File: config.mk
export PLATFORM = sky130hd
export DESIGN_NAME = bb3_ctrl
export DESIGN_NICKNAME = d
export VERILOG_FILES = /design/src/hw/rtl/bb3_pkg.sv /design/src/hw/rtl/bb3_ctrl.sv
export SDC_FILE = /design/constraint.sdc
export NUM_CORES = 1
export LEC_CHECK = 0
export BUFFER_PORTS_ARGS = -buffer_cell sky130_fd_sc_hd__buf_2
export CORE_AREA = 2 2 39 41
export CTS_CLUSTER_SIZE = 12
export DETAILED_ROUTE_END_ITERATION = 10
export DIE_AREA = 0 0 41 43
export PLACE_DENSITY = 0.36
export SLEW_MARGIN = 15
export SYNTH_ARGS = -nofsm -noshare
export SYNTH_HDL_FRONTEND = slang
export SYNTH_SLANG_ARGS = --single-unit
export TNS_END_PERCENT = 1
File: constraint.sdc
create_clock -name clk -period 2 [get_ports clk]
set_input_delay 0.1 -clock clk [delete_from_list [all_inputs] [get_ports clk]]
set_output_delay 0.1 -clock clk [all_outputs]
set_load 0.01 [all_outputs]
File: src/hw/rtl/bb3_pkg.sv
// Shared types, constants and the reciprocal table of the 3x3 box blur.
// No dependencies; used by the controller, the datapath and the top level.
package bb3_pkg;

	localparam int unsigned FW_BITS   = 11;  // frame_width register
	localparam int unsigned FH_BITS   = 16;  // frame_height register
	localparam int unsigned CFG_BITS  = 16;  // widest register
	localparam int unsigned ROW_BITS  = 17;
	localparam int unsigned CH_BITS   = 8;
	localparam int unsigned PIX_BITS  = 24;
	localparam int unsigned SUM_BITS  = 12;  // 9 * 255
	localparam int unsigned NUM_BITS  = 13;  // 2 * sum + n
	localparam int unsigned RCP_BITS  = 20;
	localparam int unsigned RCP_SHIFT = 20;
	localparam int unsigned PROD_BITS = NUM_BITS + RCP_BITS;

	localparam logic REG_WIDTH  = 1'b0;
	localparam logic REG_HEIGHT = 1'b1;

	localparam logic OP_PIXEL = 1'b0;
	localparam logic OP_DRAIN = 1'b1;

	typedef struct packed {
		logic acc;   // capture request, read line stores
		logic upd;   // shift window, write line stores, advance position
		logic sum;   // add masked window
		logic div;   // multiply by reciprocal
		logic load;  // move result into output register
	} bb3_cmd_t;

	typedef struct packed {
		logic hit;       // the request gives a result
		logic out_free;  // output register can take a result
	} bb3_sts_t;

	// ceil(2^20 / (2n)); exact for numerators below 2^13
	function automatic logic [RCP_BITS-1:0] recip(input logic [3:0] n);
		logic [RCP_BITS-1:0] r;
		unique case (n)
			4'd1:    r = 20'd524288;
			4'd2:    r = 20'd262144;
			4'd3:    r = 20'd174763;
			4'd4:    r = 20'd131072;
			4'd5:    r = 20'd104858;
			4'd6:    r = 20'd87382;
			4'd7:    r = 20'd74899;
			4'd8:    r = 20'd65536;
			4'd9:    r = 20'd58255;
			default: r = '0;
		endcase
		return r;
	endfunction

endpackage

File: src/hw/rtl/bb3_ctrl.sv
// Sequencer of the box blur: one request at a time through read, update,
// sum and, for a result, divide and output load. Depends on bb3_pkg.
module bb3_ctrl
	import bb3_pkg::*;
(
	input  logic     clk,
	input  logic     arst_n,
	input  logic     s_tvalid,
	output logic     s_tready,
	input  bb3_sts_t sts,
	output bb3_cmd_t cmd
);

	typedef enum logic [4:0] {
		ST_IDLE = 5'b00001,
		ST_UPD  = 5'b00010,
		ST_SUM  = 5'b00100,
		ST_DIV  = 5'b01000,
		ST_PUSH = 5'b10000
	} state_t;

	state_t state_q, state_d;

	always_comb begin
		state_d  = state_q;
		cmd      = '0;
		s_tready = 1'b0;
		unique case (state_q)
			ST_IDLE: begin
				s_tready = 1'b1;
				cmd.acc  = s_tvalid;
				if (s_tvalid) state_d = ST_UPD;
			end
			ST_UPD: begin
				cmd.upd = 1'b1;
				state_d = ST_SUM;
			end
			ST_SUM: begin
				cmd.sum = 1'b1;
				state_d = sts.hit ? ST_DIV : ST_IDLE;
			end
			ST_DIV: begin
				cmd.div = 1'b1;
				state_d = ST_PUSH;
			end
			ST_PUSH: begin
				// hold until the output register frees up
				if (sts.out_free) begin
					cmd.load = 1'b1;
					state_d  = ST_IDLE;
				end
			end
			default: state_d = ST_IDLE;
		endcase
	end

	always_ff @(posedge clk or negedge arst_n) begin
		if (!arst_n) state_q <= ST_IDLE;
		else         state_q <= state_d;
	end

endmodule

======== Yosys cells after proc, flatten, opt, wreduce, memory -nomap -nowiden ========
Index checks and enable logic that the tools add are counted.
operators by class
  multiplexer cells ....................... 11
  eq/ne operators ......................... 7
  reductions and logical operators ........ 1
operators with widths
  kind                  count
  $pmux W5 S5           1
  $mux W5               2
  $mux W1               7
  $eq A5 B1 Y1 const B  1
  $eq A5 B2 Y1 const B  1
  $eq A5 B3 Y1 const B  1
  $eq A5 B4 Y1 const B  1
  $eq A5 B5 Y1 const B  1
  $mux W4               1
  $ne A2 B2 Y1 const B  2
  $reduce_and A2 Y1     1
word-level totals
  output and inout port bits .............. 6
  register bits ........................... 5
  logic and storage cells ................. 20

======== Longest topological paths before layout ========
Gate-level depths: netlist of the first run.
  depth in word-level cells ............... 3
  mapped depth ............................ 4
  gate-level depth less buffers ........... 3

======== Least setup slack after synthesis of the first run ========
No wires, ideal clock.
  path type ............................... reg-to-reg
  start ................................... register state_q[4]
  end ..................................... register state_q[0]
  arrival ................................. 1.279 ns
  buffers on the path ..................... 0
  cell stages (with the launch flop) ...... 4
  clock period less this slack ............ 1.376 ns
  setup time .............................. 0.097 ns
  slack ................................... 0.624 ns
  cell sequence ........................... dfrtp_1 or3_1 nor3_1 nor4_1
between the ends
  cells in the longest elaborated chain, start to end .. 3
  elaborated cells between the ends (all ways) .. 9
  those cells by class .................... eq/ne (7); mux (1); reduce/logical (1)
ends and longest elaborated chain
  element                                       line            RTL
  from (decl)                                   bb3_ctrl.sv:22  state_t state_q, state_d;
  from (signal assigned)                        bb3_ctrl.sv:59  else state_q <= state_d;
  $eq A5 B5 Y1 or $eq A5 B1 Y1 (tied branches)  bb3_ctrl.sv:28  unique case (state_q)
  $ne A2 B2 Y1 (no line)                        -
  $reduce_and A2 Y1 (no line)                   -
Several ways; a longest one is shown, not always the timed one.
A chain may end at the register's enable or synchronous reset.

==> results of run 1 <==
-- final cells by class --
| type | instances | area, um^2 |
|---|---|---|
| fill | 155 | 1010 |
| multi-input combinational | 18 | 136 |
| sequential | 5 | 126 |
| timing repair buffer | 11 | 60.1 |
| clock buffer | 4 | 26.3 |
| tap | 16 | 20.0 |
-- power breakdown --
part | switching (mW) | leakage [nW] | internal [mW]
clock | 0.0382 | 0.0150 | 0.0752
combinational | 0.0573 | 0.0855 | 0.0558
sequential | 0.0512 | 0.0651 | 0.130
total | 0.147 | 0.166 | 0.261
-- synthesized netlist by cell type --
cell / count
nand3b_1: 2
dfstp_2: 1
nor3b_1: 2
dfrtp_1: 4
nor3_1: 2
and2_1: 2
nand2_1: 1
nor4_1: 4
or3_1: 1
or3b_4: 1
nor2_1: 1
a2111oi_4: 1
buf_2: 1
nand2b_1: 1
-- per-layer routing --
metal | GRT usage | wire [um]
met5 | 0 | 0
met4 | 0.0800 | 0
met3 | 0.0157 | 32
met2 | 0.116 | 298
met1 | 0.105 | 287
-- logic make-up after synthesis --
group | Yosys count | synth area share
AOI/OAI and AO/OA | 1 | 0.103
buffers and inverters | 1 | 0.0187
DFF | 5 | 0.472
and+or+nand+nor | 17 | 0.406
-- repair_timing --
item,in CTS,in global routing
setup endpoints to repair,0,0
endpoints found under the hold margin,5,0
gates resized for setup,0,0
hold buffers,1,0
-- worst paths after layout --
path,startpoint,end,slack (ns)
setup / recovery,state_q[1],cmd[4],0.37
hold / removal,s_tvalid,state_q[1],0.12
setup reg to reg,state_q[3],state_q[0],0.62
hold reg to reg,state_q[1],state_q[4],0.57
max in group asynchronous,arst_n,state_q[0],1.59
min in group asynchronous,arst_n,state_q[3],0.20
-- per-stage QoR --
step,setup slack (ns),cell area [um^2]
after floorplan,0.624,268
after global routing,0.228,369
final,0.369,369
after global placement,0.610,333
after CTS,0.333,369
after detailed placement,0.600,333
-- worst register-to-register path, stage by stage (launching register included) --
cell and delay (ns):
dfrtp_1 0.41, or3b_4 0.42, a2111oi_4 0.38, nor4_1 0.09
==> impl_metrics.env, run 1 <==
export IMPL_totalWireLength_um=617
export IMPL_rsz0062_at_grt="false"
export IMPL_rows=14
export IMPL_syn2layout_area_growth_pct=37.9
export IMPL_max_cap_viol_count=0
export IMPL_drive_gt1_frac=0.421
export IMPL_synth_distinct_cells=14
export IMPL_port_buffers=10
export IMPL_min_path_type="in2reg"
export IMPL_path_clk_slew_ns=0.04
export IMPL_insertion_delay_ns=0.24
export IMPL_vias_per_cell=4.37
export IMPL_top_regs="state_q: 5 flops"
export IMPL_drc=0
export IMPL_cp_required_ns=1.90
export IMPL_crit_chain="or3_1, nor3_1, buf_2"
export IMPL_path_max_fanout=6
export IMPL_hold_ws_ns=0.116
export IMPL_finalHoldViolations=0
export IMPL_layout_cells_non_filler=54
export IMPL_antenna_found_initial=0
export IMPL_irDropWorstVdd_mv=0.405
export IMPL_synth_area_top_cells="dfrtp_1 37%, a2111oi_4 10%, dfstp_2 9.8%"
export IMPL_ys_seq_area_frac=0.472
export IMPL_setup_viol=0
export IMPL_min_period_ns=1.63
export IMPL_syn_cell_area_um2=268
export IMPL_layout_commonest_cell="buf_2"
export IMPL_endpoint_kind="primary output"
export IMPL_most_common_layout_cells="10 x buf_2, 4 x nor4_1, 4 x dfrtp_1"
export IMPL_htreeDepth=1
export IMPL_startpoint_type="register"
export IMPL_route_vias_total=236
export IMPL_worstSetupPathType="reg2out"
export IMPL_start_util=0.193
export IMPL_rr_worst_depth=3
export IMPL_synth_top_area_frac=0.374
export IMPL_cp_slowest_cell="dfrtp_1"
export IMPL_cts_root_buf="clkbuf_4"
export IMPL_antenna_cells=0
export IMPL_clock_sinks=5
export IMPL_p_leak_nw=0.166
export IMPL_fin_setup_tns_ns=0
export IMPL_largest_reg_flops=5
export IMPL_critPathBufInv=1
export IMPL_arrival_ns=1.53
export IMPL_drt_iter0_drc=3
export IMPL_syn_avg_cell_area_um2=11.2
export IMPL_p_per_area_nw_per_um2=1110
export IMPL_max_freq_mhz=613
export IMPL_drt_pass1_iterations=4
export IMPL_yosys_warnings=0
export IMPL_yosys_area_top_type="dfrtp_1"
export IMPL_dieHeight_um=43
export IMPL_skew_ns=0.00453
export IMPL_coreArea_um2=1380
export IMPL_clockBufferDepth=2
export IMPL_power_uw=408
export IMPL_place_inst=49
export IMPL_cp_depth=3
export IMPL_dieArea_um2=1760
export IMPL_crit_path_max_incr_delay_ns=0.44
export IMPL_final_util=0.267
export IMPL_grt_overflow=0
export IMPL_numCtsBuffers=3
export IMPL_ant_nets=0
export IMPL_cts_tree="yes"
export IMPL_place_congestion=0.672
export IMPL_worst_pin_slew_ns=0.348
export IMPL_outcome="completed"
export IMPL_grt_pass1_vias=225
export IMPL_pin_count=11
export IMPL_hpwlAfterDp_um=467
export IMPL_ys_seq_elements=5
export IMPL_wl_per_cell_um=11.4
export IMPL_grt_first_pass_wirelength_um=972
export IMPL_synth_cells=24
export IMPL_track_usage=0.0849
export IMPL_grt_start_max_net_pins=10
export IMPL_nNetsFinal=44
export IMPL_die_w_um=41
export IMPL_synth_nets=29
export IMPL_slew_violations=0
export IMPL_cts_setup_buffers=0
export IMPL_path_delay_family="simple AND/OR/NAND/NOR gates"
export IMPL_maxSlewHeadroom=0.768
export IMPL_whs_path_depth=3
export IMPL_post_route_period_util=0.815
export IMPL_regMostFlops="state_q"
No activity file was read; power rests on OpenSTA's default activity.
==> run 2: changes to the inputs <==
--- a/config.mk
+++ b/config.mk
@@ -10,7 +10,7 @@
 export CTS_CLUSTER_SIZE = 12
 export DETAILED_ROUTE_END_ITERATION = 10
 export DIE_AREA = 0 0 41 43
-export PLACE_DENSITY = 0.36
+export PLACE_DENSITY = 0.37
 export SLEW_MARGIN = 15
 export SYNTH_ARGS = -nofsm -noshare
 export SYNTH_HDL_FRONTEND = slang
==> constraint.sdc (replaced) <==
create_clock -name clk -period 1.42 [get_ports clk]
set_input_delay 0.071 -clock clk [delete_from_list [all_inputs] [get_ports clk]]
set_output_delay 0.071 -clock clk [all_outputs]
set_load 0.01 [all_outputs]
==> run 2 against run 1 <==
The flow now finishes with violations (negative setup slack). Highest routed layer unchanged. Die area unchanged. Core utilization increased by 9.4 points. Final area increased by 35%. Sequential power increased by 18%. Global-route usage increased by 0.71 points. First-iteration DRC count increased by 100%. Power increased by 94%.
==> impl_metrics.env, run 2 (synthesis gave the netlist of run 1 again) <==
export IMPL_dieArea_um2=1760
export IMPL_most_common_layout_cells="10 x buf_2, 7 x buf_4, 3 x clkbuf_4, 3 x dfrtp_1"
export IMPL_max_freq_mhz=701
export IMPL_drive_gt1_frac=0.717
export IMPL_irDropWorstVdd_mv=0.594
export IMPL_highest_layer="met3"
export IMPL_place_area_um2=355
export IMPL_grt_first_pass_wirelength_mm=1.08
export IMPL_antenna_cells=0
export IMPL_rsz0062_at_grt="true"
export IMPL_hpwlAfterDp_um=477
export IMPL_cp_endpoint="cmd[4]"
export IMPL_wl_per_cell_um=11.0
export IMPL_crit_reg2reg_launch="state_q[0]"
export IMPL_grt_start_max_net_pins=9
export IMPL_startpoint="state_q[4]"
export IMPL_min_path_type="in2reg"
export IMPL_p_per_area_nw_per_um2=1590
export IMPL_outcome="finished, violations left"
export IMPL_wl_met2_um=407
export IMPL_final_util=0.361
export IMPL_track_usage=0.0920
export IMPL_coreArea_um2=1380
export IMPL_place_inst=52
export IMPL_maxSlewHeadroom=0.799
export IMPL_ff2ff_setup_slack_ns=0.07
export IMPL_r2r_end="state_q[0]"
export IMPL_antenna_found_initial=0
export IMPL_insertion_delay_ns=0.24
export IMPL_met3_length_um=23
export IMPL_worst_pin_slew_ns=0.302
export IMPL_path_clk_slew_ns=0.04
export IMPL_path_max_fanout=4
export IMPL_finalInstanceArea_um2=499
export IMPL_violations="negative setup slack"
export IMPL_post_route_period_util=1.00
export IMPL_totalWireLength_um=685
export IMPL_startpoint_type="register"
export IMPL_cts_tree="yes"
export IMPL_route_vias_total=278
export IMPL_p_int_uw=519
export IMPL_grt_pass1_vias=297
export IMPL_grt_overflow=0
export IMPL_ant_nets=0
export IMPL_clockBufferDepth=2
export IMPL_clock_power_share=0.200
export IMPL_max_cap_viol_count=0
export IMPL_syn2layout_area_growth_pct=86.4
export IMPL_drc=0
export IMPL_combPwrFrac=0.530
export IMPL_setup_viol=3
export IMPL_worstSetupPathType="reg2out"
export IMPL_htreeDepth=1
export IMPL_fillers=154
export IMPL_die_w_um=41
export IMPL_nNetsFinal=52
export IMPL_rows=14
export IMPL_regMostFlops="state_q"
export IMPL_endpoint_kind="primary output"
export IMPL_rr_worst_depth=5
export IMPL_finalHoldViolations=0
export IMPL_dieHeight_um=43
export IMPL_min_from="sts[1]"
export IMPL_vias_per_cell=4.48
export IMPL_sw_frac_of_total=0.345
export IMPL_place_congestion=0.665
export IMPL_min_period_ns=1.43
export IMPL_power_uw=793
export IMPL_layout_cells_non_filler=62
export IMPL_layout_commonest_cell="buf_2"
export IMPL_power_frac_seq=0.271
export IMPL_skew_ns=0.000243
export IMPL_port_buffers=10
export IMPL_hold_ws_ns=0.0924
export IMPL_drt_iter0_drc=6
export IMPL_fin_ws_ns=-0.00636
export IMPL_largest_reg_flops=5
export IMPL_p_leak_nw=0.219
export IMPL_cts_root_buf="clkbuf_4"
export IMPL_slew_violations=0
export IMPL_cp_required_ns=1.35
export IMPL_clock_sinks=5
export IMPL_drt_pass1_iterations=4
export IMPL_top_regs="state_q: 5 flops"
export IMPL_met1_length_um=255
export IMPL_start_util=0.193
export IMPL_pin_count=11
export IMPL_p_switching_uw=274
export IMPL_numCtsBuffers=3
export IMPL_arrival_ns=1.36
-- run 2: cell count changes in the layout (fill, tap and decap cells not counted), sizes merged --
cell / previous run / this run
buf: 10 / 18
-- run 2: area by class of cell --
cell class | instances | area (um^2) | area share
clock buffers | 4 | 26.3 | 0.0526
multi-input cells | 18 | 193 | 0.386
flip-flops and latches | 5 | 128 | 0.256
well taps | 16 | 20.0 | 0.0401
repair buffers | 19 | 133 | 0.266
-- run 2: worst max-delay path, cell delays in order (launching register included) --
cell and delay [ns]:
dfrtp_2 0.43, or3_4 0.38, nor3_4 0.15, buf_2 0.16
-- run 2: worst min-delay path by stage --
| stage | endpoint | slack [ns] | cells after the start |
|---|---|---|---|
| 2_1_floorplan | state_q[1] | -0.22 | 0 |
| 3_3_place_gp | state_q[2] | -0.11 | 1 |
| 3_5_place_dp | state_q[4] | -0.11 | 1 |
| 4_1_cts | state_q[3] | 0.09 | 3 |
| 5_1_grt | state_q[3] | 0.09 | 3 |
| 6_report | state_q[3] | 0.09 | 3 |
-- run 2: power by group through the flow --
| stage | Clock (mW) | Combinational (mW) | Sequential, mW |
|---|---|---|---|
| final | 0.158 | 0.420 | 0.215 |
| after detailed placement | 0 | 0.216 | 0.225 |
| after CTS | 0.166 | 0.412 | 0.213 |
| after floorplan | 0 | 0.124 | 0.226 |
| after global placement | 0 | 0.216 | 0.225 |
| after global routing | 0.181 | 0.447 | 0.218 |
-- run 2: per-stage QoR --
step	setup slack (ns)	setup TNS, ns
finish	-0.00636	-0.0119
global route	-0.0613	-0.236
CTS	-0.0282	-0.0860
detailed placement	0.00646	0
global placement	0.0343	0
floorplan	0.0442	0
-- run 2: what timing repair did --
item	CTS	global route
pin swaps	6	1
setup buffers	5	0
endpoints found under the setup margin	4	6
resized for setup	8	3
endpoints found under the hold margin	5	0
hold buffers	1	0
-- run 2: per-layer routing --
layer  track usage  vias up
li1              -      135
met1        0.0921      137
met2         0.159        6
met3        0.0157        0
met4        0.0600        0
met5             0        -
